==> src/rtl/actb_pkg.sv <==
// Package: widths, constants and CORDIC angle table for the tilt blend block.
package actb_pkg;

  localparam int ANGLE_FRAC_BITS = 8;
  localparam int CORDIC_STEPS    = 16;
  localparam int ZFRAC           = 24;
  localparam int TABLE_LEN       = 24;
  localparam int NSTEPS = (CORDIC_STEPS > TABLE_LEN) ? TABLE_LEN : CORDIC_STEPS;

  // squares sum: 3 * 2^30 fits in 32 bits
  localparam int SUM_W  = 32;
  localparam int MAG_W  = 16;
  localparam int SQ_W   = 2 * (MAG_W + 1);
  localparam int ROOT_W = MAG_W + 1;
  // bit position or step index handed to each cell
  localparam int RB_W   = 5;
  // CORDIC datapath: |value| <= ~1.65 * 2^17 * 2^24
  localparam int CX_W   = 44;
  localparam int Z_W    = 32;
  localparam int W_W    = 25;
  localparam int WONE   = 1 << 24;

  localparam int AF_W   = 16;
  localparam int BL_W   = 17;

  typedef logic signed [CX_W-1:0] cx_t;
  typedef logic signed [Z_W-1:0]  z_t;

  // atan(2^-i) in degrees, 24 fraction bits
  function automatic z_t atan_tab(input int i);
    z_t t;
    case (i)
      0:  t = 32'sd754974720;
      1:  t = 32'sd445687602;
      2:  t = 32'sd235489088;
      3:  t = 32'sd119537938;
      4:  t = 32'sd60000934;
      5:  t = 32'sd30029717;
      6:  t = 32'sd15018523;
      7:  t = 32'sd7509720;
      8:  t = 32'sd3754917;
      9:  t = 32'sd1877466;
      10: t = 32'sd938734;
      11: t = 32'sd469367;
      12: t = 32'sd234684;
      13: t = 32'sd117342;
      14: t = 32'sd58671;
      15: t = 32'sd29335;
      16: t = 32'sd14668;
      17: t = 32'sd7334;
      18: t = 32'sd3667;
      19: t = 32'sd1833;
      20: t = 32'sd917;
      21: t = 32'sd458;
      22: t = 32'sd229;
      23: t = 32'sd115;
      default: t = '0;
    endcase
    return t;
  endfunction

  // item context carried alongside the pipeline
  typedef struct packed {
    logic signed [15:0] ax;
    logic signed [15:0] ay;
    logic signed [16:0] gp;
    logic signed [16:0] gr;
    logic [W_W-1:0]     w;
  } ctx_t;

endpackage

==> src/rtl/actb_cordic_cell.sv <==
// CORDIC cell: one vectoring micro-rotation for two lanes (pitch and roll).
module actb_cordic_cell
  import actb_pkg::*;
(
  input  logic            clk,
  input  logic            en,
  input  logic [RB_W-1:0] step,
  input  cx_t             xp_in, yp_in, xr_in, yr_in,
  input  z_t              zp_in, zr_in,
  output cx_t             xp_r, yp_r, xr_r, yr_r,
  output z_t              zp_r, zr_r
);
  cx_t xp_nxt, yp_nxt, xr_nxt, yr_nxt;
  z_t  zp_nxt, zr_nxt;
  z_t  a;

  // rotate toward the x axis; arithmetic shifts floor
  always_comb begin
    a = atan_tab(int'(step));
    if (!yp_in[CX_W-1]) begin
      xp_nxt = xp_in + (yp_in >>> step);
      yp_nxt = yp_in - (xp_in >>> step);
      zp_nxt = zp_in + a;
    end else begin
      xp_nxt = xp_in - (yp_in >>> step);
      yp_nxt = yp_in + (xp_in >>> step);
      zp_nxt = zp_in - a;
    end
    if (!yr_in[CX_W-1]) begin
      xr_nxt = xr_in + (yr_in >>> step);
      yr_nxt = yr_in - (xr_in >>> step);
      zr_nxt = zr_in + a;
    end else begin
      xr_nxt = xr_in - (yr_in >>> step);
      yr_nxt = yr_in + (xr_in >>> step);
      zr_nxt = zr_in - a;
    end
  end

  always_ff @(posedge clk) begin
    if (en) begin
      xp_r <= xp_nxt; yp_r <= yp_nxt; zp_r <= zp_nxt;
      xr_r <= xr_nxt; yr_r <= yr_nxt; zr_r <= zr_nxt;
    end
  end
endmodule

==> config.mk <==
export PLATFORM = sky130hd
export DESIGN_NAME = actb_cordic_cell
export DESIGN_NICKNAME = d
export VERILOG_FILES = /design/src/rtl/actb_pkg.sv /design/src/rtl/actb_cordic_cell.sv
export SDC_FILE = /design/constraint.sdc
export NUM_CORES = 2
export LEC_CHECK = 0
export BUFFER_PORTS_ARGS = -buffer_cell sky130_fd_sc_hd__buf_2
export CAP_MARGIN = 20
export CORE_MARGIN = 8
export CORE_UTILIZATION = 40
export DETAILED_ROUTE_END_ITERATION = 8
export GPL_ROUTABILITY_DRIVEN = 0
export SYNTH_ARGS = -nofsm -noshare
export SYNTH_HDL_FRONTEND = slang
export SYNTH_SLANG_ARGS = --single-unit
==> constraint.sdc <==
create_clock -name clk -period 10.4 [get_ports clk]
set_input_delay 1.56 -clock clk [delete_from_list [all_inputs] [get_ports clk]]
set_output_delay 1.56 -clock clk [all_outputs]
set_load 0.01 [all_outputs]
==> metrics <==
min cycle time layout 8800 ps; layout cells sized above 1 21.3%; most common cell in the netlist a21oi_1; Chip Width 324 microns; Worst EP arrival 9160 ps; Sw Ratio 43.3%; number of flops mapped to enable cells by yosys 240; f_max 114 MHz; clock power share 17.3%; # clock sinks 240; Synth top area share 19.0%; top post-synthesis cells by area edfxtp_1 19%, mux4_2 11%, ha_1 8.8%, xnor2_1 5.2%, mux2i_1 4.7%; Cell Int Power 0.00345 W; hold violation total from the final report 0; WP buf/inv 3; Setup TNS 0 ps; Gate power share 57.4%; Max rail drop VDD 135 uV; Worst path slowest cell a221oi_1; type of element capturing the critical path flop; Crit path largest cell delay 660 ps; Least-Margin Pin Slew 1260 ps; Die ar. 105000 sq um; gr usage total 28.0%; relative slew slack 15.8%; hold_buf cts 0; placed insts 5707; Iter 0 DRT Violations 4553; Finish-stage setup viols 0; routed via count 37700; Lkg Pwr 17.3 nW; area occupied by registers 7210 sq um; Setup CP Type in -> reg; unrepaired setup endpoints after global routing false; worst path required time 10760 ps; wire per inst 26.8 microns; post-synthesis register bit count 240; worst path cell trace buf_8 -> buf_12 -> mux2i_1 -> mux4_2 -> o2bb2ai_1 -> a221oi_1 -> nand4_1 -> nor2_1 -> nor2_1 -> xor2_1 -> ha_1 -> nand3_1 -> a2111oi_0 -> o311ai_0 -> a2111oi_1 -> buf_4 -> nor2_1 -> o31a_1 -> o21ba_2 -> o31a_1 -> o21ai_0 -> xnor2_1; register area share after synthesis 19.0%; post-synth net total 4671; Tightest Hold Check Type in -> reg; ys async rst share 0%; buffers from clock root to sink, at most 3; area occupied by multi-input gates 28900 sq um; Slew Viols, Final 0; fin cells 5789; largest net degree at the start of global routing 104; most frequent CP cell nor2_1; core area 94400 sq um; dpl hpwl 122 mm; vias in the first global route 35500; Critical Path Fanout Max 103; Fillers 9397; CP top delay family compound AO/OA/AOI/OAI gates; clk slew on worst S/H paths 60 ps; most area-hungry cell type in the Yosys netlist edfxtp_1; period utilization 84.7%; drt pass-1 iters 7; PortBufs 486; Vias/cell 6.51; CTS buffer count 30; GRT overflow 0; Post-Syn Area 37800 sq um; startpoint types primary input; Rows 113; yosys warns 0; max cap viols 0; first-pass GRT wire length 226 mm; clk root buf clkbuf_16; DRT Wirelength 155 mm; Syn Inst Count 4152; NetSw 0.00263 W; Chip Height 324 microns; P&R area growth vs syn 11.2%; synth cell count leaders 335 x a21oi_1, 321 x nor2_1, 313 x nand2_1; sequential power share 25.3%; Starting Density 40.1%; CTS tree built; syn avg cell area 9.11 sq um; Boundary Pins 487; Post-CTS Setup Bufs 0; CTS resizes 0; status completed; H-tree levels 1; nets 4994; drt drc 0; initial antenna violation count 30; PwrDens 144 nW/um^2; total chip power 0.00607 W; Top FF cell, synth edfxtp_1; Final Core Density 44.5%; Unique masters post-synth 107; antenna-violating nets left 0
-- flip-flops by register name (all words and copies together) (netlist names) --
name,count
zp_r,32
zr_r,32
yp_r,44
yr_r,44
xr_r,44
xp_r,44
-- per-stage QoR --
stage	hold WS [ps]	worst slack (ps)	area, sq um
4_1_cts	1260	1880	42000
3_5_place_dp	1940	1220	41000
5_1_grt	1310	1220	42000
3_3_place_gp	1940	1400	41000
2_1_floorplan	1670	2320	37800
6_report	1310	1600	42100
-- cell usage in the layout, fill, tap and decap left out, types with 176 or more instances in the layout --
master and count:
ha_1 266, nor2_1 320, mux4_2 193, edfxtp_1 240, o21ai_0 205, a21oi_1 335
mux2i_1 176, buf_2 479, nand2_1 313, xnor2_1 226
-- power by group through the flow --
| stage | registers [W] | clock network, W | logic, W |
|---|---|---|---|
| floorplan | 0.00170 | 0 | 0.00215 |
| global placement | 0.00156 | 0 | 0.00342 |
| detailed placement | 0.00156 | 0 | 0.00342 |
| CTS | 0.00155 | 0.00109 | 0.00344 |
| global route | 0.00157 | 0.00111 | 0.00375 |
| finish | 0.00154 | 0.00105 | 0.00348 |
-- logic make-up after synthesis --
group	after synthesis	share of synthesized area (%)
adder cells (fa/ha/maj)	272	9.11
flip-flops	240	19.0
XOR/XNOR	374	8.66
multiplexers	506	21.4
AO/OA/AOI/OAI	1261	22.2
buffers and inverters	355	4.66
AND/OR/NAND/NOR	1144	14.9
-- final timing paths --
| check | end | slack (ps) | cells past startpoint | from |
|---|---|---|---|---|
| setup / recovery | xr_r[43]$_DFFE_PP_ | 1600 | 22 | step[1] |
| hold / removal | zp_r[1]$_DFFE_PP_ | 1310 | 2 | zp_in[1] |
-- cell type report --
type                            instances  area share, %
Multi-Input combinational cell       3557           68.7
Sequential cell                       240           17.1
Timing Repair Buffer                  536           6.94
Tap cell                             1265           3.76
Clock buffer                           33           1.81
Inverter                              110          0.993
Clock inverter                         22          0.532
Antenna cell                           26          0.155
-- layer usage --
metal  up-vias  wire length [microns]  global-route usage, %  part of all wire [%]
met2      2459                  71500                   46.5                    46
met5         -                     71                      0                 0.046
li1      16800                      -                      -                     -
met3       521                  17700                   6.39                    11
met1     17900                  57200                   34.3                    37
met4        12                   8760                   13.5                   5.6
No activity file was read; power rests on OpenSTA's default activity.
