==> src/rtl/actb_pkg.sv <==
// Package: widths, constants and CORDIC angle table for the tilt blend block.
package actb_pkg;

  localparam int ANGLE_FRAC_BITS = 8;
  localparam int CORDIC_STEPS    = 16;
  localparam int ZFRAC           = 24;
  localparam int TABLE_LEN       = 24;
  localparam int NSTEPS = (CORDIC_STEPS > TABLE_LEN) ? TABLE_LEN : CORDIC_STEPS;

  // squares sum: 3 * 2^30 fits in 32 bits
  localparam int SUM_W  = 32;
  localparam int MAG_W  = 16;
  localparam int SQ_W   = 2 * (MAG_W + 1);
  localparam int ROOT_W = MAG_W + 1;
  // bit position or step index handed to each cell
  localparam int RB_W   = 5;
  // CORDIC datapath: |value| <= ~1.65 * 2^17 * 2^24
  localparam int CX_W   = 44;
  localparam int Z_W    = 32;
  localparam int W_W    = 25;
  localparam int WONE   = 1 << 24;

  localparam int AF_W   = 16;
  localparam int BL_W   = 17;

  typedef logic signed [CX_W-1:0] cx_t;
  typedef logic signed [Z_W-1:0]  z_t;

  // atan(2^-i) in degrees, 24 fraction bits
  function automatic z_t atan_tab(input int i);
    z_t t;
    case (i)
      0:  t = 32'sd754974720;
      1:  t = 32'sd445687602;
      2:  t = 32'sd235489088;
      3:  t = 32'sd119537938;
      4:  t = 32'sd60000934;
      5:  t = 32'sd30029717;
      6:  t = 32'sd15018523;
      7:  t = 32'sd7509720;
      8:  t = 32'sd3754917;
      9:  t = 32'sd1877466;
      10: t = 32'sd938734;
      11: t = 32'sd469367;
      12: t = 32'sd234684;
      13: t = 32'sd117342;
      14: t = 32'sd58671;
      15: t = 32'sd29335;
      16: t = 32'sd14668;
      17: t = 32'sd7334;
      18: t = 32'sd3667;
      19: t = 32'sd1833;
      20: t = 32'sd917;
      21: t = 32'sd458;
      22: t = 32'sd229;
      23: t = 32'sd115;
      default: t = '0;
    endcase
    return t;
  endfunction

  // item context carried alongside the pipeline
  typedef struct packed {
    logic signed [15:0] ax;
    logic signed [15:0] ay;
    logic signed [16:0] gp;
    logic signed [16:0] gr;
    logic [W_W-1:0]     w;
  } ctx_t;

endpackage

==> src/rtl/actb_sqrt_cell.sv <==
// Sqrt cell: one restoring root digit per stage.
module actb_sqrt_cell
  import actb_pkg::*;
(
  input  logic              clk,
  input  logic              en,
  input  logic [RB_W-1:0]   bit_idx,
  input  logic [SQ_W-1:0]   rem_in,
  input  logic [ROOT_W-1:0] root_in,
  output logic [SQ_W-1:0]   rem_r,
  output logic [ROOT_W-1:0] root_r
);
  logic [SQ_W-1:0]   trial;
  logic [ROOT_W-1:0] root_nxt;
  logic [SQ_W-1:0]   rem_nxt;

  // try setting this root bit: rem >= (2*root + 2^bit) * 2^bit
  always_comb begin
    trial    = (SQ_W'(root_in) << (bit_idx + RB_W'(1))) + (SQ_W'(1) << {bit_idx, 1'b0});
    rem_nxt  = rem_in;
    root_nxt = root_in;
    if (rem_in >= trial) begin
      rem_nxt  = rem_in - trial;
      root_nxt = root_in | (ROOT_W'(1) << bit_idx);
    end
  end

  // advance when the pipe moves
  always_ff @(posedge clk) begin
    if (en) begin
      rem_r  <= rem_nxt;
      root_r <= root_nxt;
    end
  end
endmodule

==> config.mk <==
export PLATFORM = sky130hd
export DESIGN_NAME = actb_sqrt_cell
export DESIGN_NICKNAME = d
export VERILOG_FILES = /design/src/rtl/actb_pkg.sv /design/src/rtl/actb_sqrt_cell.sv
export SDC_FILE = /design/constraint.sdc
export NUM_CORES = 1
export LEC_CHECK = 0
export ABC_CLOCK_PERIOD_IN_PS = 8300
export BUFFER_PORTS_ARGS = -buffer_cell sky130_fd_sc_hd__buf_2
export CORE_MARGIN = 1
export CORE_UTILIZATION = 50
export DETAILED_ROUTE_END_ITERATION = 6
export PLACE_DENSITY = 0.72
export SLEW_MARGIN = 20
export SYNTH_ARGS = -nofsm -noshare
export SYNTH_HDL_FRONTEND = slang
export SYNTH_SLANG_ARGS = --single-unit
==> constraint.sdc <==
create_clock -name clk -period 8.3 [get_ports clk]
set_input_delay 0.415 -clock clk [delete_from_list [all_inputs] [get_ports clk]]
set_output_delay 0.415 -clock clk [all_outputs]
set_load 0.05 [all_outputs]
==> impl_metrics.json <==
{
  "hp-start": "rem_in[2]",
  "fill_cells": 1217,
  "antenna_found_initial": 0,
  "cp_max_fo": 38,
  "portBuffers": 108,
  "ys_seq_elements": 51,
  "rows": 41,
  "ios": 109,
  "tritoncts": "built",
  "cts.sinks": 51,
  "start_kind": "input port",
  "n_antenna_cell": 0,
  "grt_pass1_vias": 5538,
  "grt_pass1_wl_mm": 27.91,
  "wl_per_cell_um": 16.67,
  "drive_gt1_share_pct": 20.32,
  "routed-wl-met3_um": 901,
  "rsz0062_at_grt": "false",
  "slowest_stage": "o211a_2",
  "die-area_um2": 13670,
  "clockBufferDepth": 2,
  "synth_top_area_share_pct": 23.19,
  "path_class": "input port to flip-flop",
  "cts_setup_buffers": 0,
  "synthDistinctLibCells": 85,
  "wl_met1_mm": 8.164,
  "p_comb_share_pct": 59.5,
  "max_stage_delay_ps": 710,
  "vias": 6056,
  "grt_overflow": 0,
  "period_needed_ps": 7166,
  "fmax_mhz": 139.5,
  "netSwitchingPower_mw": 0.6744,
  "hold_buffers": 0,
  "critPathArrivalTime_ps": 7220,
  "yosys_warnings": 0,
  "power.density_nw_per_um2": 192.0,
  "drcViolationCount": 0,
  "cts_inserted_buffers": 5,
  "place.gp.congestion": 0.9295,
  "drt-initial-drc-count": 428,
  "irDropWorstVdd_mv": 0.08713,
  "required_ps": 8350,
  "p_clk_share_pct": 14.7,
  "cts_max_level": 2,
  "final_cell_mix": "108 x nand2_1, 108 x buf_2, 61 x nor2_1",
  "first_pass_iters": 5,
  "die_w_um": 116.9,
  "synth.area.top_cells": "edfxtp_1 23%, ha_1 11%, nand2_1 6.1%",
  "grt.total_usage_pct": 26.44,
  "wirelength_mm": 17.47,
  "root_buffer": "clkbuf_16",
  "synth_area_leader_cell": "edfxtp_1",
  "top_layer_used": "met4",
  "grt_start_max_net_pins": 52,
  "core_area_um2": 12770,
  "initial_utilization_pct": 51.70,
  "die_y_um": 116.9,
  "p_leak_nw": 3.302,
  "ant_nets": 0,
  "synthToLayoutAreaGrowth_pct": 12.03,
  "slew_headroom_pct": 44.96,
  "viasPerCell": 5.779,
  "nets": 991,
  "synthCells": 783,
  "worstMarginPinSlew_ps": 815.0,
  "setup_viol": 0,
  "setup_tns_ps": 0,
  "seq_area_frac_synth_pct": 23.19,
  "post_cts_resized": 0,
  "p_seq_share_pct": 25.9,
  "clk_pin_slew_ps": 70,
  "hpwlAfterDp_mm": 13.97,
  "hp-class": "input port to flip-flop",
  "async_reset_ff_share_pct": 0,
  "switching_share_pct": 47.46,
  "internal_power_mw": 0.7465,
  "holdPathEnd": "rem_r[2]",
  "cp-end-kind": "flip-flop",
  "status": "completed",
  "maxSlewViolCount": 0,
  "synth.avg_cell_area_um2": 8.434,
  "ys.flop_type": "edfxtp_1",
  "maxCapViolations": 0,
  "mappedNetlistArea_um2": 6604,
  "synth_edf_count": 51,
  "syn_nets": 899,
  "finalHoldViolations": 0,
  "whs_ps": 407.5,
  "met2RoutedLength_mm": 7.858,
  "fin_crit_sh_pct": 86.34,
  "hold_depth": 3
}
## registers in the layout, summed over array words and instances (netlist names)
register and flops:
rem_r 34, root_r 17
## cell type report
| type | count | area [um^2] | share of cell area (%) |
|---|---|---|---|
| clock buffers | 6 | 128.9 | 1.742 |
| clock inverters | 2 | 12.51 | 0.1691 |
| well taps | 172 | 215.2 | 2.909 |
| multi-input cells | 658 | 4733 | 63.98 |
| flip-flops and latches | 51 | 1531 | 20.70 |
| inverters | 39 | 146.4 | 1.979 |
| repair buffers | 120 | 630.6 | 8.524 |
## layer usage
layer	GRT usage (%)	vias up
li1	-	3053
met1	36.16	2738
met2	43.08	226
met3	3.244	39
met4	9.451	0
met5	0	-
## power by group through the flow
stage                     clock network (mW)  registers [mW]  logic (mW)
final                                  0.208           0.368       0.845
after global placement                     0           0.373       0.832
after floorplan                            0           0.563       0.466
after CTS                              0.218           0.368       0.840
after detailed placement                   0           0.374       0.838
after global routing                   0.224           0.375       0.923
## cells by family (layout without fill, tap and decap cells)
| kind of cell | after synthesis | count (layout) | synth area share [%] |
|---|---|---|---|
| flip-flops | 51 | 51 | 23.19 |
| adder cells (fa/ha/maj) | 58 | 58 | 11.10 |
| multiplexers | 33 | 33 | 7.237 |
| buffers and inverters | 74 | 167 | 5.134 |
| AO/OA/AOI/OAI | 235 | 235 | 24.92 |
| AND/OR/NAND/NOR | 266 | 266 | 18.76 |
| XOR/XNOR | 66 | 66 | 9.663 |
## stage by stage
stage / total power [mW] / cells / setup WS, ps / area, um^2 / util, %
finish: 1.421 / 1048 / 1134 / 7398 / 57.92
detailed placement: 1.212 / 1040 / 841.1 / 7257 / 56.81
global route: 1.522 / 1048 / 556.2 / 7398 / 57.92
floorplan: 1.029 / 783 / 1607 / 6604 / -
global placement: 1.204 / 1040 / 1044 / 7257 / 56.81
CTS: 1.426 / 1048 / 1140 / 7398 / 57.92
## worst max-delay path by stage
| stage | startpoint | end |
|---|---|---|
| after detailed placement | bit_idx[1] | root_r[16] |
| after CTS | bit_idx[1] | root_r[14] |
| after floorplan | bit_idx[0] | root_r[10] |
| final | bit_idx[1] | root_r[5] |
| after global placement | bit_idx[1] | root_r[16] |
| after global routing | bit_idx[1] | root_r[14] |
## synthesized netlist by cell type, drive strengths merged, types with 10 or more instances
master / count
nand3: 19
xor2: 34
inv: 39
o21bai: 20
nand4: 10
a21o: 23
clkbuf: 12
a21oi: 51
edfxtp: 51
nor2: 61
mux4: 10
ha: 57
buf: 23
nor2b: 12
a31oi: 16
xnor2: 32
mux2i: 17
nand2: 109
o21ai: 55
nor3: 18
## worst max-delay path, delay by kind of cell
kind,cells,cell delay [ps]
buf+inv,5,1160
xor+xnor,1,180
compound gates,11,2660
simple gates,8,740
mux,2,730
fa+ha+maj,3,1290
Note: power is estimated with default switching activity, not from simulation.
